[config.mk]
export PLATFORM = sky130hd
export DESIGN_NAME = md5_block_compression_top
export DESIGN_NICKNAME = d
export VERILOG_FILES = /design/src/design/md5bc_pkg.sv /design/src/design/md5bc_round.sv /design/src/design/md5_block_compression_top.sv
export SDC_FILE = /design/constraint.sdc
export NUM_CORES = 2
export LEC_CHECK = 0
export BUFFER_PORTS_ARGS = -buffer_cell sky130_fd_sc_hd__buf_2
export CORE_MARGIN = 3
export CORE_UTILIZATION = 57
export CTS_BUF_LIST = sky130_fd_sc_hd__clkbuf_4 sky130_fd_sc_hd__clkbuf_8
export CTS_CLUSTER_DIAMETER = 100
export DETAILED_ROUTE_END_ITERATION = 7
export PLACE_DENSITY = 0.85
export SLEW_MARGIN = 20
export SYNTH_ARGS = -nofsm -noshare
export SYNTH_HDL_FRONTEND = slang
export SYNTH_HIERARCHICAL = 1
export SYNTH_SLANG_ARGS = --single-unit
[constraint.sdc]
create_clock -name clock -period 10.9 [get_ports clock]
set_input_delay 1.635 -clock clock [delete_from_list [all_inputs] [get_ports clock]]
set_output_delay 1.635 -clock clock [all_outputs]
set_load 0.02 [all_outputs]
[src/design/md5bc_pkg.sv]
// Package with the MD5 constants, tables and helper functions shared by the block.
`default_nettype none

package md5bc_pkg;

   // Standard MD5 initial chaining values.
   localparam logic [31:0] IV_A = 32'h67452301;
   localparam logic [31:0] IV_B = 32'hefcdab89;
   localparam logic [31:0] IV_C = 32'h98badcfe;
   localparam logic [31:0] IV_D = 32'h10325476;

   localparam int unsigned BLOCK_WORDS = 16;
   localparam int unsigned ROUNDS      = 64;

   // Working or chaining words A B C D.
   typedef struct packed {
      logic [31:0] a;
      logic [31:0] b;
      logic [31:0] c;
      logic [31:0] d;
   } md5bc_abcd_type;

   // Sine-derived additive constant of one round.
   function automatic logic [31:0] sine_k(input logic [5:0] idx);
      logic [31:0] k;
      unique case (idx)
         6'd0:  k = 32'hd76aa478;  6'd1:  k = 32'he8c7b756;
         6'd2:  k = 32'h242070db;  6'd3:  k = 32'hc1bdceee;
         6'd4:  k = 32'hf57c0faf;  6'd5:  k = 32'h4787c62a;
         6'd6:  k = 32'ha8304613;  6'd7:  k = 32'hfd469501;
         6'd8:  k = 32'h698098d8;  6'd9:  k = 32'h8b44f7af;
         6'd10: k = 32'hffff5bb1;  6'd11: k = 32'h895cd7be;
         6'd12: k = 32'h6b901122;  6'd13: k = 32'hfd987193;
         6'd14: k = 32'ha679438e;  6'd15: k = 32'h49b40821;
         6'd16: k = 32'hf61e2562;  6'd17: k = 32'hc040b340;
         6'd18: k = 32'h265e5a51;  6'd19: k = 32'he9b6c7aa;
         6'd20: k = 32'hd62f105d;  6'd21: k = 32'h02441453;
         6'd22: k = 32'hd8a1e681;  6'd23: k = 32'he7d3fbc8;
         6'd24: k = 32'h21e1cde6;  6'd25: k = 32'hc33707d6;
         6'd26: k = 32'hf4d50d87;  6'd27: k = 32'h455a14ed;
         6'd28: k = 32'ha9e3e905;  6'd29: k = 32'hfcefa3f8;
         6'd30: k = 32'h676f02d9;  6'd31: k = 32'h8d2a4c8a;
         6'd32: k = 32'hfffa3942;  6'd33: k = 32'h8771f681;
         6'd34: k = 32'h6d9d6122;  6'd35: k = 32'hfde5380c;
         6'd36: k = 32'ha4beea44;  6'd37: k = 32'h4bdecfa9;
         6'd38: k = 32'hf6bb4b60;  6'd39: k = 32'hbebfbc70;
         6'd40: k = 32'h289b7ec6;  6'd41: k = 32'heaa127fa;
         6'd42: k = 32'hd4ef3085;  6'd43: k = 32'h04881d05;
         6'd44: k = 32'hd9d4d039;  6'd45: k = 32'he6db99e5;
         6'd46: k = 32'h1fa27cf8;  6'd47: k = 32'hc4ac5665;
         6'd48: k = 32'hf4292244;  6'd49: k = 32'h432aff97;
         6'd50: k = 32'hab9423a7;  6'd51: k = 32'hfc93a039;
         6'd52: k = 32'h655b59c3;  6'd53: k = 32'h8f0ccc92;
         6'd54: k = 32'hffeff47d;  6'd55: k = 32'h85845dd1;
         6'd56: k = 32'h6fa87e4f;  6'd57: k = 32'hfe2ce6e0;
         6'd58: k = 32'ha3014314;  6'd59: k = 32'h4e0811a1;
         6'd60: k = 32'hf7537e82;  6'd61: k = 32'hbd3af235;
         6'd62: k = 32'h2ad7d2bb;  6'd63: k = 32'heb86d391;
         default: k = 32'h0;
      endcase
      return k;
   endfunction

   // Left-rotate amount, chosen by the phase and the round index modulo four.
   function automatic logic [4:0] rot_amount(input logic [5:0] idx);
      logic [4:0] r;
      unique case ({idx[5:4], idx[1:0]})
         4'd0:  r = 5'd7;   4'd1:  r = 5'd12;  4'd2:  r = 5'd17;  4'd3:  r = 5'd22;
         4'd4:  r = 5'd5;   4'd5:  r = 5'd9;   4'd6:  r = 5'd14;  4'd7:  r = 5'd20;
         4'd8:  r = 5'd4;   4'd9:  r = 5'd11;  4'd10: r = 5'd16;  4'd11: r = 5'd23;
         4'd12: r = 5'd6;   4'd13: r = 5'd10;  4'd14: r = 5'd15;  4'd15: r = 5'd21;
         default: r = 5'd0;
      endcase
      return r;
   endfunction

   // Message word index of one round; all arithmetic is modulo sixteen.
   function automatic logic [3:0] msg_index(input logic [5:0] idx);
      logic [3:0] i4;
      logic [3:0] g;
      i4 = idx[3:0];
      unique case (idx[5:4])
         2'd0: g = i4;
         2'd1: g = 4'(i4 * 4'd5 + 4'd1);
         2'd2: g = 4'(i4 * 4'd3 + 4'd5);
         2'd3: g = 4'(i4 * 4'd7);
         default: g = i4;
      endcase
      return g;
   endfunction

endpackage

`default_nettype wire

[src/design/md5bc_round.sv]
// One MD5 round: the shared datapath that the sequencer steps through all 64 rounds.
`default_nettype none

module md5bc_round
   import md5bc_pkg::*;
(
   input  wire md5bc_abcd_type  cur,
   input  wire logic [5:0]      round_idx,
   input  wire logic [31:0]     msg_word,
   output md5bc_abcd_type       nxt
);

   logic [31:0] f_val;
   logic [31:0] sum;
   logic [63:0] rot_wide;
   logic [31:0] rot_val;

   // Round function of the current phase.
   always_comb begin
      unique case (round_idx[5:4])
         2'd0: f_val = (cur.b & cur.c) | (~cur.b & cur.d);
         2'd1: f_val = (cur.d & cur.b) | (~cur.d & cur.c);
         2'd2: f_val = cur.b ^ cur.c ^ cur.d;
         2'd3: f_val = cur.c ^ (cur.b | ~cur.d);
         default: f_val = cur.b ^ cur.c ^ cur.d;
      endcase
   end

   // Sum of the four terms, then rotate left by the table amount.
   assign sum      = f_val + cur.a + sine_k(round_idx) + msg_word;
   assign rot_wide = {sum, sum} << rot_amount(round_idx);
   assign rot_val  = rot_wide[63:32];

   // Shift the working words along.
   assign nxt.a = cur.d;
   assign nxt.b = cur.b + rot_val;
   assign nxt.c = cur.b;
   assign nxt.d = cur.c;

endmodule

`default_nettype wire

[src/design/md5_block_compression_top.sv]
// Top level of the MD5 block compression: word buffer, round sequencer and digest register.
// After the sixteenth word of a block is accepted, the sequencer runs the rounds and then a
// finish step that registers the digest word; the finish step waits while the last one is pending.
// Throughput: one word per cycle while loading; no new words are taken during the rounds or
// the finish step, so the shared round unit works on one block at a time.
// Reset (synchronous, active high) loads the initial chaining values and clears the word count.
`default_nettype none

module md5_block_compression_top
   import md5bc_pkg::*;
(
   input  wire logic          clock,
   input  wire logic          reset,
   input  wire logic          req_tvalid,
   output logic               req_tready,
   input  wire logic [31:0]   req_tdata,   // [31:0] message_word
   input  wire logic          req_tuser,   // [0] new_message
   output logic               rsp_tvalid,
   input  wire logic          rsp_tready,
   output logic [127:0]       rsp_tdata    // [31:0] digest_a, [63:32] digest_b,
                                           // [95:64] digest_c, [127:96] digest_d
);

   typedef enum logic [1:0] {
      ST_LOAD,
      ST_ROUND,
      ST_FINISH
   } state_type;

   state_type        state_ff, state_in;
   logic [3:0]       word_count_ff, word_count_in;
   logic [5:0]       round_count_ff, round_count_in;
   md5bc_abcd_type   chain_ff, chain_in;
   md5bc_abcd_type   work_ff, work_in;
   md5bc_abcd_type   digest_ff, digest_in;
   logic             rsp_valid_ff, rsp_valid_in;
   logic [31:0]      block_words_ff [BLOCK_WORDS];

   md5bc_abcd_type   round_next;
   md5bc_abcd_type   chain_sum;
   md5bc_abcd_type   iv;
   logic             accept;
   logic             out_free;
   logic [3:0]       wr_idx;

   assign iv         = '{a: IV_A, b: IV_B, c: IV_C, d: IV_D};
   assign req_tready = (state_ff == ST_LOAD);
   assign accept     = req_tvalid && req_tready;
   assign out_free   = !rsp_valid_ff || rsp_tready;
   assign wr_idx     = req_tuser ? 4'd0 : word_count_ff;

   assign rsp_tvalid = rsp_valid_ff;
   assign rsp_tdata  = {digest_ff.d, digest_ff.c, digest_ff.b, digest_ff.a};

   // Shared round datapath, fed from the block buffer at the scheduled index.
   md5bc_round u_round (
      .cur       (work_ff),
      .round_idx (round_count_ff),
      .msg_word  (block_words_ff[msg_index(round_count_ff)]),
      .nxt       (round_next)
   );

   // Final feed-forward into the chaining words.
   assign chain_sum.a = chain_ff.a + work_ff.a;
   assign chain_sum.b = chain_ff.b + work_ff.b;
   assign chain_sum.c = chain_ff.c + work_ff.c;
   assign chain_sum.d = chain_ff.d + work_ff.d;

   // Sequencer next-state logic.
   always_comb begin
      state_in       = state_ff;
      word_count_in  = word_count_ff;
      round_count_in = round_count_ff;
      chain_in       = chain_ff;
      work_in        = work_ff;
      digest_in      = digest_ff;
      rsp_valid_in   = rsp_valid_ff;
      if (rsp_valid_ff && rsp_tready) begin
         rsp_valid_in = 1'b0;
      end
      unique case (state_ff)
         ST_LOAD: begin
            if (accept) begin
               if (req_tuser) begin
                  chain_in = iv;
               end
               word_count_in = wr_idx + 4'd1;
               if (wr_idx == 4'(BLOCK_WORDS - 1)) begin
                  state_in       = ST_ROUND;
                  round_count_in = '0;
                  work_in        = chain_ff;
               end
            end
         end
         ST_ROUND: begin
            work_in        = round_next;
            round_count_in = round_count_ff + 6'd1;
            if (round_count_ff == 6'(ROUNDS - 1)) begin
               state_in = ST_FINISH;
            end
         end
         ST_FINISH: begin
            if (out_free) begin
               chain_in     = chain_sum;
               digest_in    = chain_sum;
               rsp_valid_in = 1'b1;
               state_in     = ST_LOAD;
            end
         end
         default: begin
            state_in = ST_LOAD;
         end
      endcase
   end

   // State and registered outputs.
   always_ff @(posedge clock) begin
      work_ff   <= work_in;
      digest_ff <= digest_in;
      if (reset) begin
         state_ff       <= ST_LOAD;
         word_count_ff  <= '0;
         round_count_ff <= '0;
         chain_ff       <= iv;
         rsp_valid_ff   <= 1'b0;
      end else begin
         state_ff       <= state_in;
         word_count_ff  <= word_count_in;
         round_count_ff <= round_count_in;
         chain_ff       <= chain_in;
         rsp_valid_ff   <= rsp_valid_in;
      end
   end

   // Block buffer: one word written per accepted word.
   always_ff @(posedge clock) begin
      if (accept) begin
         block_words_ff[wr_idx] <= req_tdata;
      end
   end

`ifndef NO_ASSERTIONS
   // The last word of a block starts the rounds from round zero.
   a_block_starts: assert property (@(posedge clock) disable iff (reset)
      accept && (wr_idx == 4'(BLOCK_WORDS - 1))
      |=> (state_ff == ST_ROUND) && (round_count_ff == 6'd0))
      else $error("block did not start rounds");

   // After the last round the sequencer moves to the finish step.
   a_rounds_end: assert property (@(posedge clock) disable iff (reset)
      (state_ff == ST_ROUND) && (round_count_ff == 6'(ROUNDS - 1))
      |=> (state_ff == ST_FINISH))
      else $error("rounds did not end after the last round");

   // A finish with a free output register produces a digest word.
   a_finish_emits: assert property (@(posedge clock) disable iff (reset)
      (state_ff == ST_FINISH) && out_free |=> rsp_valid_ff && (state_ff == ST_LOAD))
      else $error("finish did not emit a digest");

   // A pending digest is never overwritten.
   a_no_overwrite: assert property (@(posedge clock) disable iff (reset)
      rsp_valid_ff && !rsp_tready |=> rsp_valid_ff && $stable(digest_ff))
      else $error("pending digest overwritten");
`endif

endmodule

`default_nettype wire

==> run summary <==
status = completed
Avg WL per Cell = 25.49 µm
leak pwr = 22.15 nW
CTS tree = built
met3 Track Usage GR = 0.06340
met1 Usage GRT = 0.4253
synth warn = 6
max_cap viols = 0
Post-Synthesis Mean Instance Area = 11.03 µm²
register bit count reported by yosys = 909
Hold WS = 0.4996 ns
met2 Usage GRT = 0.5024
largest net degree at the start of global routing = 145
Net Count, Synth = 5,127
overall die height = 310.8 µm
area leader, netlist = edfxtp_1
endpoints failing setup = 0
RR Startpoint = round_count_ff[0]
Synth top cells by count = edfxtp_1 (768), nand2_1 (621), a21oi_1 (338), nor2_1 (289), ha_1 (219)
Clock transition at path regs = 0.06 ns
dpl cells = 5,994
Initial DRC Count = 5,120
Port-buffer cells = 166
Hold EP = chain_ff[87]
maximum vdd ir drop = 0.0001642 V
Fmax = 0.09506 GHz
Yosys top cell area share = 0.4355
final hold viol count = 0
non-filler cells, final = 6,276
period utilisation layout = 0.9652
share of cells above drive strength 1 = 0.1646
clk_lat worst skew = 0.88 ns
first-pass GRT wire length = 237,700 µm
Top Ports = 167
slowest cell on the critical path = mux4_4
Num Clock Sinks = 909
DRT Pass-1 Iters = 6
die width = 310.8 µm
post-layout minimum cycle time = 10.52 ns
Post-synth EDFFs = 768
Synth cell types = 106
DRC viols = 0
crit start category = flop
Crit path required time = 11.49 ns
CP Capture Type = flop
RR Endpoint = work_ff[84]
most frequent cell after synthesis = edfxtp_1
placed wire-length estimate = 109,700 µm
die area = 0.09661 mm²
crit path max fanout = 16
register area share after synthesis = 0.4888
worst slew pin tran = 1.074 ns
nets = 5,233
crit path kind = flop to flop
Slew Viols, Final = 0
Hold Path Depth = 1
Top Usage Layer GRT = met2
reg-to-reg slack, setup = 0.38 ns
Worst slew margin = 0.2838
hold_sp = chain_ff[87]
Final Util = 0.6307
CP max stage delay = 0.78 ns
GRT Residual Overflow = 0
initial core utilization = 0.5760
vias = 41,190
CP arrival = 11.11 ns
core area = 0.09194 mm²
Clock H-tree levels = 4
synth top area cells = edfxtp_1 (44%), mux4_2 (5.9%), dfxtp_1 (5.3%)
Setup TNS = 0 ns
Main synth FF type = edfxtp_1
FF-to-FF path depth = 42
area delta synth->final = 9.495%
maximum clock insertion buffer count = 3
PwrDens = 129.4 mW/mm²
vias in the first global route = 39,470
fraction of registers with async set/reset = 0
Vias/cell = 6.564
Routed Antenna Nets = 0
Tot GR Track Use = 0.3193
Num CTS Buffers = 145
post-layout total power = 7.502 mW
class of the worst hold path = flop to flop
Post-Syn Area = 0.05296 mm²
antenna violations before repair = 7
# hold bufs at CTS = 0
WL final = 160,000 µm
Clock Skews = 0.05876 ns
Setup crit start = round_count_ff[0]
Core Rows = 111
Root Driver = clkbuf_8
global placement routability congestion = 0.9877
Post-Syn Instances = 4,802
-- sequential cells by signal, summed over array words and instances (netlist names) --
name,cells
word_count_ff,4
block_words_ff,512
round_count_ff,6
work_ff,128
rsp_tvalid,1
rsp_tdata,128
state_ff,2
chain_ff,128
-- layout by cell type, fill, tap and decap left out, types with 109 or more instances in the layout --
cell type    n
edfxtp_1   768
nand2_1    621
a21oi_1    335
nor2_1     270
ha_1       219
inv_1      203
o21ai_0    195
buf_2      166
nor3_1     159
xnor2_1    152
clkbuf_8   151
mux4_2     139
dfxtp_1    137
buf_4      137
a21o_1     109
-- timing repair --
action / in CTS / in global routing
setup endpoints to repair: 0 / 4
gates resized for setup: 0 / 12
setup buffers: 0 / 4
-- routing by layer --
metal / wire length (µm) / vias up
met2: 73940 / 2662
met3: 17340 / 540
met5: 9 / -
li1: - / 18010
met4: 8661 / 2
met1: 60030 / 19980
-- worst max-delay path by stage --
| stage | endpoint |
|---|---|
| 6_report | work_ff[84] |
| 4_1_cts | work_ff[94] |
| 3_5_place_dp | work_ff[94] |
| 2_1_floorplan | work_ff[94] |
| 5_1_grt | work_ff[95] |
| 3_3_place_gp | work_ff[94] |
-- power breakdown --
group	total (mW)	internal, mW	switching, mW	leakage, nW
Combinational	0.818	0.339	0.480	12.6
Sequential	3.77	3.76	0.00440	8.08
Clock	2.92	1.49	1.43	1.50
Total	7.50	5.59	1.91	22.1
-- through the flow --
| step | worst slack, ns | cell area [µm²] |
|---|---|---|
| after floorplan | 1.032 | 52960 |
| after CTS | 0.5177 | 57810 |
| after global routing | -0.1118 | 57990 |
| after detailed placement | 0.5309 | 54950 |
| after global placement | 0.8205 | 54950 |
| final | 0.3798 | 57990 |
-- cell type report --
class / count / area [µm²]
Clock inverter: 76 / 486.7
Inverter: 207 / 782.0
Tap cell: 1243 / 1555
Antenna cell: 4 / 10.01
Clock buffer: 192 / 2380
Multi-Input combinational cell: 3330 / 24820
Fill cell: 6987 / 33950
Sequential cell: 909 / 25900
Timing Repair Buffer: 315 / 2063
-- cells by family after synthesis --
group | Yosys count | synth area share
multiplexers | 262 | 0.08299
AO/OA/AOI/OAI | 1211 | 0.1529
flip-flops | 909 | 0.4888
buffers and inverters | 565 | 0.04815
XOR/XNOR | 223 | 0.03730
AND/OR/NAND/NOR | 1343 | 0.1119
adder cells (fa/ha/maj) | 289 | 0.07801
-- worst max-delay path: cells and delay by family, from the launching register on --
family	cells	cell delay [ns]
adders and majority gates	7	3.13
DFF	1	0.37
AOI/OAI and AO/OA	19	3.91
muxes	1	0.78
and+or+nand+nor	6	0.72
buffers and inverters	7	0.97
xor gates and xnor gates	2	0.37
Power figures use the tool's default switching activity.
